### src/rtl/lsad_pkg.sv
// Shared types and constants for the light sensor averaging lamp controller.
`timescale 1ns / 1ps

package lsad_pkg;

    localparam int unsigned SAMPLE_W    = 32;
    localparam int unsigned VALUE_W     = 16;
    localparam int unsigned SUM_W       = 23;
    localparam int unsigned WIN_CNT_W   = 7;
    localparam int unsigned CHAR_W      = 8;
    localparam int unsigned CFG_IDX_W   = 1;
    localparam int unsigned CFG_DATA_W  = 16;

    localparam int unsigned WINDOW_DEF  = 100;

    localparam logic [VALUE_W-1:0] VALUE_MAX         = 16'hFFFF;
    localparam logic [VALUE_W-1:0] THRESHOLD_RST     = 16'd32768;
    localparam logic [VALUE_W-1:0] CONFIRM_TICKS_RST = 16'd900;

    localparam logic [CFG_IDX_W-1:0] REG_DARK_THRESHOLD = 1'd0;
    localparam logic [CFG_IDX_W-1:0] REG_CONFIRM_TICKS  = 1'd1;

    localparam logic [CHAR_W-1:0] CHAR_START_UP = 8'h42;  // 'B'
    localparam logic [CHAR_W-1:0] CHAR_START_LO = 8'h62;  // 'b'
    localparam logic [CHAR_W-1:0] CHAR_STOP_UP  = 8'h53;  // 'S'
    localparam logic [CHAR_W-1:0] CHAR_STOP_LO  = 8'h73;  // 's'

    typedef enum logic [2:0] {
        PEND_NONE  = 3'b001,
        PEND_DARK  = 3'b010,
        PEND_LIGHT = 3'b100
    } pend_t;

    typedef enum logic [2:0] {
        AMB_UNDECIDED = 3'b001,
        AMB_DARK      = 3'b010,
        AMB_LIGHT     = 3'b100
    } amb_t;

    typedef struct packed {
        logic                       action;
        logic signed [SAMPLE_W-1:0] light_sample;
        logic signed [SAMPLE_W-1:0] knob_sample;
        logic [CHAR_W-1:0]          rx_char;
    } item_t;

    typedef struct packed {
        logic [VALUE_W-1:0] dark_threshold;
        logic [VALUE_W-1:0] confirm_ticks;
    } cfg_t;

    typedef struct packed {
        logic               frame_valid;
        logic [VALUE_W-1:0] light_average;
        logic [VALUE_W-1:0] knob_average;
        logic               lamp_on;
        logic [VALUE_W-1:0] lamp_level;
        logic               sampling_on;
    } result_t;

    function automatic logic [VALUE_W-1:0] clamp_sample(input logic signed [SAMPLE_W-1:0] s);
        logic [VALUE_W-1:0] r;
        if (s[SAMPLE_W-1])
            r = '0;
        else if (|s[SAMPLE_W-2:VALUE_W])
            r = VALUE_MAX;
        else
            r = s[VALUE_W-1:0];
        return r;
    endfunction

    function automatic logic [VALUE_W-1:0] sat_inc(input logic [VALUE_W-1:0] c);
        return (c == VALUE_MAX) ? c : c + VALUE_W'(1);
    endfunction

endpackage

### src/rtl/lsad_avg.sv
// Window average: sum divided by WINDOW through a reciprocal multiply, saturated to 16 bits.
`timescale 1ns / 1ps

module lsad_avg
    import lsad_pkg::*;
#(
    parameter int unsigned WINDOW = WINDOW_DEF
)
(
    input  logic [SUM_W-1:0]   sum,
    output logic [VALUE_W-1:0] avg
);

    // floor(x/W) == (x * (floor(2^S/W)+1)) >> S for x < 2^SUM_W, W <= 2^WIN_CNT_W
    localparam int unsigned SHIFT   = SUM_W + WIN_CNT_W;
    localparam int unsigned RECIP_W = SHIFT + 1;
    localparam int unsigned PROD_W  = SUM_W + RECIP_W;
    localparam longint unsigned RECIP_VAL = ((64'd1 << SHIFT) / WINDOW) + 64'd1;
    localparam logic [RECIP_W-1:0] RECIP = RECIP_W'(RECIP_VAL);

    logic [PROD_W-1:0]       prod;
    logic [PROD_W-SHIFT-1:0] quot;

    assign prod = PROD_W'(sum) * PROD_W'(RECIP);
    assign quot = prod[PROD_W-1:SHIFT];
    assign avg  = (|quot[PROD_W-SHIFT-1:VALUE_W]) ? VALUE_MAX : quot[VALUE_W-1:0];

endmodule

### src/rtl/lsad_core.sv
// Controller state: accumulation, window averages, debounced dark/light decision, lamp.
`timescale 1ns / 1ps

module lsad_core
    import lsad_pkg::*;
#(
    parameter int unsigned WINDOW = WINDOW_DEF
)
(
    input  logic    clk,
    input  logic    rst_n,
    input  logic    step,
    input  item_t   item,
    input  cfg_t    cfg,
    output result_t res
);

    localparam logic [WIN_CNT_W-1:0] WIN_LAST = WIN_CNT_W'(WINDOW);

    logic                 sampling_reg, sampling_next;
    logic [WIN_CNT_W-1:0] window_count_reg, window_count_next;
    logic [SUM_W-1:0]     light_sum_reg, light_sum_next;
    logic [SUM_W-1:0]     knob_sum_reg, knob_sum_next;
    pend_t                pending_reg, pending_next;
    logic [VALUE_W-1:0]   dark_counter_reg, dark_counter_next;
    logic [VALUE_W-1:0]   bright_counter_reg, bright_counter_next;
    amb_t                 ambient_reg, ambient_next;
    logic                 lamp_enable_reg, lamp_enable_next;
    logic [VALUE_W-1:0]   lamp_intensity_reg, lamp_intensity_next;

    logic [SUM_W-1:0]     light_acc;
    logic [SUM_W-1:0]     knob_acc;
    logic [WIN_CNT_W-1:0] count_inc;
    logic [VALUE_W-1:0]   dark_inc;
    logic [VALUE_W-1:0]   bright_inc;
    logic [VALUE_W-1:0]   light_avg;
    logic [VALUE_W-1:0]   knob_avg;
    logic                 window_end;
    amb_t                 amb_tmp;

    assign light_acc  = light_sum_reg + SUM_W'(clamp_sample(item.light_sample));
    assign knob_acc   = knob_sum_reg + SUM_W'(clamp_sample(item.knob_sample));
    assign count_inc  = window_count_reg + WIN_CNT_W'(1);
    assign window_end = (count_inc == WIN_LAST);
    assign dark_inc   = (pending_reg == PEND_DARK) ? sat_inc(dark_counter_reg)
                                                   : dark_counter_reg;
    assign bright_inc = (pending_reg == PEND_LIGHT) ? sat_inc(bright_counter_reg)
                                                    : bright_counter_reg;

    lsad_avg #(.WINDOW(WINDOW)) u_light_avg (
        .sum (light_acc),
        .avg (light_avg)
    );

    lsad_avg #(.WINDOW(WINDOW)) u_knob_avg (
        .sum (knob_acc),
        .avg (knob_avg)
    );

    always_comb
    begin
        sampling_next       = sampling_reg;
        window_count_next   = window_count_reg;
        light_sum_next      = light_sum_reg;
        knob_sum_next       = knob_sum_reg;
        pending_next        = pending_reg;
        dark_counter_next   = dark_counter_reg;
        bright_counter_next = bright_counter_reg;
        ambient_next        = ambient_reg;
        lamp_enable_next    = lamp_enable_reg;
        lamp_intensity_next = lamp_intensity_reg;
        amb_tmp             = ambient_reg;
        res.frame_valid     = 1'b0;
        res.light_average   = '0;
        res.knob_average    = '0;

        if (item.action)
        begin
            if (item.rx_char inside {CHAR_START_UP, CHAR_START_LO})
            begin
                sampling_next    = 1'b1;
                lamp_enable_next = 1'b1;
                ambient_next     = AMB_UNDECIDED;
            end
            else if (item.rx_char inside {CHAR_STOP_UP, CHAR_STOP_LO})
            begin
                sampling_next       = 1'b0;
                lamp_enable_next    = 1'b0;
                lamp_intensity_next = '0;
                ambient_next        = AMB_UNDECIDED;
            end
        end
        else if (sampling_reg)
        begin
            dark_counter_next   = dark_inc;
            bright_counter_next = bright_inc;
            if (!window_end)
            begin
                window_count_next = count_inc;
                light_sum_next    = light_acc;
                knob_sum_next     = knob_acc;
            end
            else
            begin
                window_count_next = '0;
                light_sum_next    = '0;
                knob_sum_next     = '0;
                res.frame_valid   = 1'b1;
                res.light_average = light_avg;
                res.knob_average  = knob_avg;
                if (light_avg <= cfg.dark_threshold)
                begin
                    pending_next = PEND_DARK;
                    if (dark_inc == cfg.confirm_ticks)
                    begin
                        dark_counter_next   = '0;
                        bright_counter_next = '0;
                        amb_tmp             = AMB_DARK;
                    end
                    if (amb_tmp == AMB_DARK)
                    begin
                        lamp_enable_next    = 1'b1;
                        lamp_intensity_next = knob_avg;
                    end
                end
                else
                begin
                    pending_next = PEND_LIGHT;
                    if (bright_inc == cfg.confirm_ticks)
                    begin
                        dark_counter_next   = '0;
                        bright_counter_next = '0;
                        amb_tmp             = AMB_LIGHT;
                    end
                    if (amb_tmp == AMB_LIGHT)
                    begin
                        lamp_enable_next = 1'b0;
                        pending_next     = PEND_NONE;
                    end
                end
                ambient_next = amb_tmp;
            end
        end

        res.lamp_on     = lamp_enable_next;
        res.lamp_level  = lamp_intensity_next;
        res.sampling_on = sampling_next;
    end

    always_ff @(posedge clk or negedge rst_n)
    begin
        if (!rst_n)
        begin
            sampling_reg       <= 1'b0;
            window_count_reg   <= '0;
            light_sum_reg      <= '0;
            knob_sum_reg       <= '0;
            pending_reg        <= PEND_NONE;
            dark_counter_reg   <= '0;
            bright_counter_reg <= '0;
            ambient_reg        <= AMB_UNDECIDED;
            lamp_enable_reg    <= 1'b0;
            lamp_intensity_reg <= '0;
        end
        else if (step)
        begin
            sampling_reg       <= sampling_next;
            window_count_reg   <= window_count_next;
            light_sum_reg      <= light_sum_next;
            knob_sum_reg       <= knob_sum_next;
            pending_reg        <= pending_next;
            dark_counter_reg   <= dark_counter_next;
            bright_counter_reg <= bright_counter_next;
            ambient_reg        <= ambient_next;
            lamp_enable_reg    <= lamp_enable_next;
            lamp_intensity_reg <= lamp_intensity_next;
        end
    end

endmodule

### src/rtl/light_sensor_average_debounce_lamp.sv
// Top level: input register, controller core, result register and configuration registers.
// A beat accepted into the input register passes through the core to the result register, which drives the outputs.
// Throughput: one beat per cycle; the core updates all state in one pass per beat.
// The only stall is back pressure from out_ready on the result register.
// Reset: asynchronous, active low; clears all control state, sets the configuration registers to defaults.
// No clearing pass: the block takes beats straight after reset.
`timescale 1ns / 1ps

module light_sensor_average_debounce_lamp
    import lsad_pkg::*;
#(
    parameter int unsigned WINDOW = WINDOW_DEF
)
(
    input  logic                       clk,
    input  logic                       rst_n,
    input  logic                       in_valid,
    output logic                       in_ready,
    input  logic                       action,
    input  logic signed [SAMPLE_W-1:0] light_sample,
    input  logic signed [SAMPLE_W-1:0] knob_sample,
    input  logic [CHAR_W-1:0]          rx_char,
    output logic                       out_valid,
    input  logic                       out_ready,
    output logic                       frame_valid,
    output logic [VALUE_W-1:0]         light_average,
    output logic [VALUE_W-1:0]         knob_average,
    output logic                       lamp_on,
    output logic [VALUE_W-1:0]         lamp_level,
    output logic                       sampling_on,
    input  logic                       cfg_valid,
    output logic                       cfg_ready,
    input  logic [CFG_IDX_W-1:0]       cfg_index,
    input  logic [CFG_DATA_W-1:0]      cfg_data
);

    logic    in_v_reg;
    item_t   item_reg;
    logic    out_v_reg;
    result_t res_reg;
    cfg_t    cfg_reg;
    result_t res;
    logic    advance;
    logic    step;

    assign advance   = !out_v_reg || out_ready;
    assign step      = in_v_reg && advance;
    assign in_ready  = !in_v_reg || advance;
    assign cfg_ready = 1'b1;

    lsad_core #(.WINDOW(WINDOW)) u_core (
        .clk   (clk),
        .rst_n (rst_n),
        .step  (step),
        .item  (item_reg),
        .cfg   (cfg_reg),
        .res   (res)
    );

    always_ff @(posedge clk or negedge rst_n)
    begin
        if (!rst_n)
        begin
            in_v_reg  <= 1'b0;
            out_v_reg <= 1'b0;
        end
        else
        begin
            if (in_ready)
                in_v_reg <= in_valid;
            if (advance)
                out_v_reg <= in_v_reg;
        end
    end

    always_ff @(posedge clk)
    begin
        if (in_valid && in_ready)
        begin
            item_reg.action       <= action;
            item_reg.light_sample <= light_sample;
            item_reg.knob_sample  <= knob_sample;
            item_reg.rx_char      <= rx_char;
        end
        if (step)
            res_reg <= res;
    end

    always_ff @(posedge clk or negedge rst_n)
    begin
        if (!rst_n)
        begin
            cfg_reg.dark_threshold <= THRESHOLD_RST;
            cfg_reg.confirm_ticks  <= CONFIRM_TICKS_RST;
        end
        else if (cfg_valid)
        begin
            case (cfg_index)
                REG_DARK_THRESHOLD: cfg_reg.dark_threshold <= VALUE_W'(cfg_data);
                REG_CONFIRM_TICKS:  cfg_reg.confirm_ticks  <= VALUE_W'(cfg_data);
                default:            ;
            endcase
        end
    end

    assign out_valid     = out_v_reg;
    assign frame_valid   = res_reg.frame_valid;
    assign light_average = res_reg.light_average;
    assign knob_average  = res_reg.knob_average;
    assign lamp_on       = res_reg.lamp_on;
    assign lamp_level    = res_reg.lamp_level;
    assign sampling_on   = res_reg.sampling_on;

endmodule

### config.mk
export PLATFORM = sky130hd
export DESIGN_NAME = light_sensor_average_debounce_lamp
export DESIGN_NICKNAME = d
export VERILOG_FILES = /design/src/rtl/lsad_pkg.sv /design/src/rtl/lsad_avg.sv /design/src/rtl/lsad_core.sv /design/src/rtl/light_sensor_average_debounce_lamp.sv
export SDC_FILE = /design/constraint.sdc
export NUM_CORES = 2
export LEC_CHECK = 0
export BUFFER_PORTS_ARGS = -buffer_cell sky130_fd_sc_hd__buf_2
export CAP_MARGIN = 20
export CORE_MARGIN = 10
export CORE_UTILIZATION = 40
export CTS_BUF_LIST = sky130_fd_sc_hd__clkbuf_4 sky130_fd_sc_hd__clkbuf_8
export DETAILED_ROUTE_END_ITERATION = 6
export GPL_ROUTABILITY_DRIVEN = 1
export GPL_TIMING_DRIVEN = 0
export SYNTH_ARGS = -nofsm -noshare
export SYNTH_HDL_FRONTEND = slang
export SYNTH_HIERARCHICAL = 1
export SYNTH_SLANG_ARGS = --single-unit
### constraint.sdc
create_clock -name clk -period 11.3 [get_ports clk]
set_input_delay 1.695 -clock clk [delete_from_list [all_inputs] [get_ports clk]]
set_output_delay 1.695 -clock clk [all_outputs]
set_load 0.1 [all_outputs]
==> results.tsv <==
stage	metric	value	unit
run	MaxCap Viol Count	0	
clocking	Clock transition at path regs	0.06	ns
clocking	Clk Tree Root Cell	clkbuf_8	
sta	worst rel slew slack	0.3220	
clocking	CTS tree	done	
worst_setup_path	crit start category	register	
cells_and_area	Filler cells	7751	
cells_and_area	layout cells sized above 1	0.1713	
floorplan	row count	105	
sta	Tightest Pin Transition	1.008	ns
worst_setup_path	crit end category	register	
placement	IO Port Bufs	146	
clocking	clock net sink count	266	
global_route	largest net degree at the start of global routing	82	
synth	YS warnings	6	
global_route	initial antenna violation count	4	
worst_setup_path	r2r startpoint	item_reg[70]	
run_status	failing checks	setup timing	
floorplan	Initial Util	0.4054	
worst_setup_path	CP Max Fanout	7	
hold_path	Hold Path Stages	2	
sta	min Tclk post-route	11.60	ns
sta	RSZ-0062 raised after global routing	yes	
sta	Tcrit/Tclk final	1.027	
routing	First-pass DRT Iterations	5	
worst_setup_path	Crit path buffers/inverters	15	
worst_setup_path	WP data required	11.78	ns
routing	drt first-iter violations	1456	
worst_setup_path	crit path DAT	12.09	ns
cells_and_area	max FFs per register	72	
floorplan	Core ar.	82500	sq um
clocking	Longest Clk Path Bufs	3	
global_route	first-pass GRT wire length	143.2	mm
placement	routability cong.	0.9126	
floorplan	Top-Level Pins	149	
worst_setup_path	Reg2Reg Depth	52	
worst_setup_path	critical path's top delay family	adder cells	
synth	Cells after Synth	3335	
run_status	status	finished, violations left	
cells_and_area	final net count	4672	
sta	Fmax	86.19	MHz
routing	DR vias	24724	
routing	Routed Antenna Nets	0	
clocking	Clock Latency Late Sink	0.66	ns
sta	Final setup viols	64	
worst_setup_path	critical path's largest stage delay	0.57	ns
floorplan	Die Span Y	309.2	um
routing	Routed WL	89.20	mm
worst_setup_path	Critical path origin	item_reg[70]	
routing	vias per std cell	5.194	
synth	syn avg cell area	10.03	sq um
global_route	gr ovfl total	0	
sta	Hold Fails Final Rpt	0	
global_route	vias in the first global route	25615	
routing	DRC	0	
floorplan	die area	95570	sq um
floorplan	Die X	309.2	um
clocking	Clock H-tree levels	2	
worst_setup_path	critical path depth	52	
hold_path	HP Class	reg2reg	
synth	post-synthesis cell area	33440	sq um
hold_path	Hold Startpoint	u_core/light_sum_reg[4]	
global_route	total track usage	0.1880	
worst_setup_path	Slowest cell on crit path	fa_2	
synth	syn nets	4359	
sta	Min Hold Slack	0.4817	ns
sta	fin worst setup slack	-0.3029	ns
routing	DR WL/cell	18.74	um
sta	number of slew-limit violations in the final report	0	
sta	Worst Clk Skew	0.05590	ns
worst_setup_path	critical path type	reg2reg	
clocking	TritonCTS Buffers	51	
placement	DP Wirelength	72.75	mm
cells_and_area	Area Overhead vs Synth	16.64	%
worst_setup_path	r2r setup slk	-0.30	ns
-- per-stage QoR --
step | setup TNS, ns | cells | worst slack [ns] | cell area, sq um | util
after CTS | -16.57 | 4719 | -0.3230 | 38030 | 0.4610
after floorplan | 0 | 3335 | 0.03049 | 33450 | -
after global routing | -42.87 | 4760 | -0.7051 | 39010 | 0.4728
after detailed placement | -186.70 | 4566 | -2.964 | 35710 | 0.4328
final | -13.74 | 4760 | -0.3029 | 39010 | 0.4728
after global placement | -176.64 | 4551 | -2.786 | 35520 | 0.4305
-- metal layers --
layer / track usage / part of all wire
met4: 0.02944 / 0.014
met3: 0.03136 / 0.053
met2: 0.3033 / 0.46
met1: 0.2667 / 0.47
met5: 0 / 0.00025
-- area by class of cell --
cell class / instances / area (sq um) / share of cell area
diodes: 1 / 2.502 / 0.00006415
plain buffers: 85 / 503.0 / 0.01289
clock buffers: 76 / 958.4 / 0.02457
clock inverters: 18 / 211.5 / 0.005420
inverters: 679 / 2549 / 0.06533
multi-input cells: 2304 / 24330 / 0.6237
flip-flops and latches: 266 / 7281 / 0.1866
well taps: 1070 / 1339 / 0.03432
repair buffers: 261 / 1837 / 0.04708
-- placed cells by master, fill, tap and decap left out, types with 63 or more instances in the layout --
cell type	n
inv_1	670
ha_1	511
fa_1	386
nor2_1	153
nand2_1	152
buf_2	150
dfrtp_1	136
edfxtp_1	123
a21oi_1	115
buf_4	85
nand3_1	80
o21ai_0	76
clkbuf_8	63
-- worst paths after layout --
check                                                 to
min in group asynchronous  u_core/lamp_intensity_reg[12]
setup reg to reg                           lamp_level[6]
setup / recovery                           lamp_level[6]
hold reg to reg                  u_core/light_sum_reg[4]
max in group asynchronous         u_core/knob_sum_reg[3]
hold / removal                   u_core/light_sum_reg[4]
-- worst register-to-register path: cells and delay by family (launching register included) --
kind,cells,cell delay [ns]
adder cells (fa/ha/maj),11,4.56
buffers and inverters,15,1.69
XOR/XNOR,2,0.38
flip-flops,1,0.38
AO/OA/AOI/OAI,12,2.68
multiplexers,1,0.25
AND/OR/NAND/NOR,11,1.54
-- what timing repair did --
action                                  in CTS  in global routing
endpoints found under the setup margin      77                 87
cloned                                       3                  4
setup buffers                               57                 34
hold endpoints to repair                     0                  0
resized for setup                          121                148
hold buffers                                 0                  0
pin swaps                                   50                 72
Power is left out: the tool's default activity adds up to more than one toggle a clock period on the data nets, which glitch-free logic cannot reach.
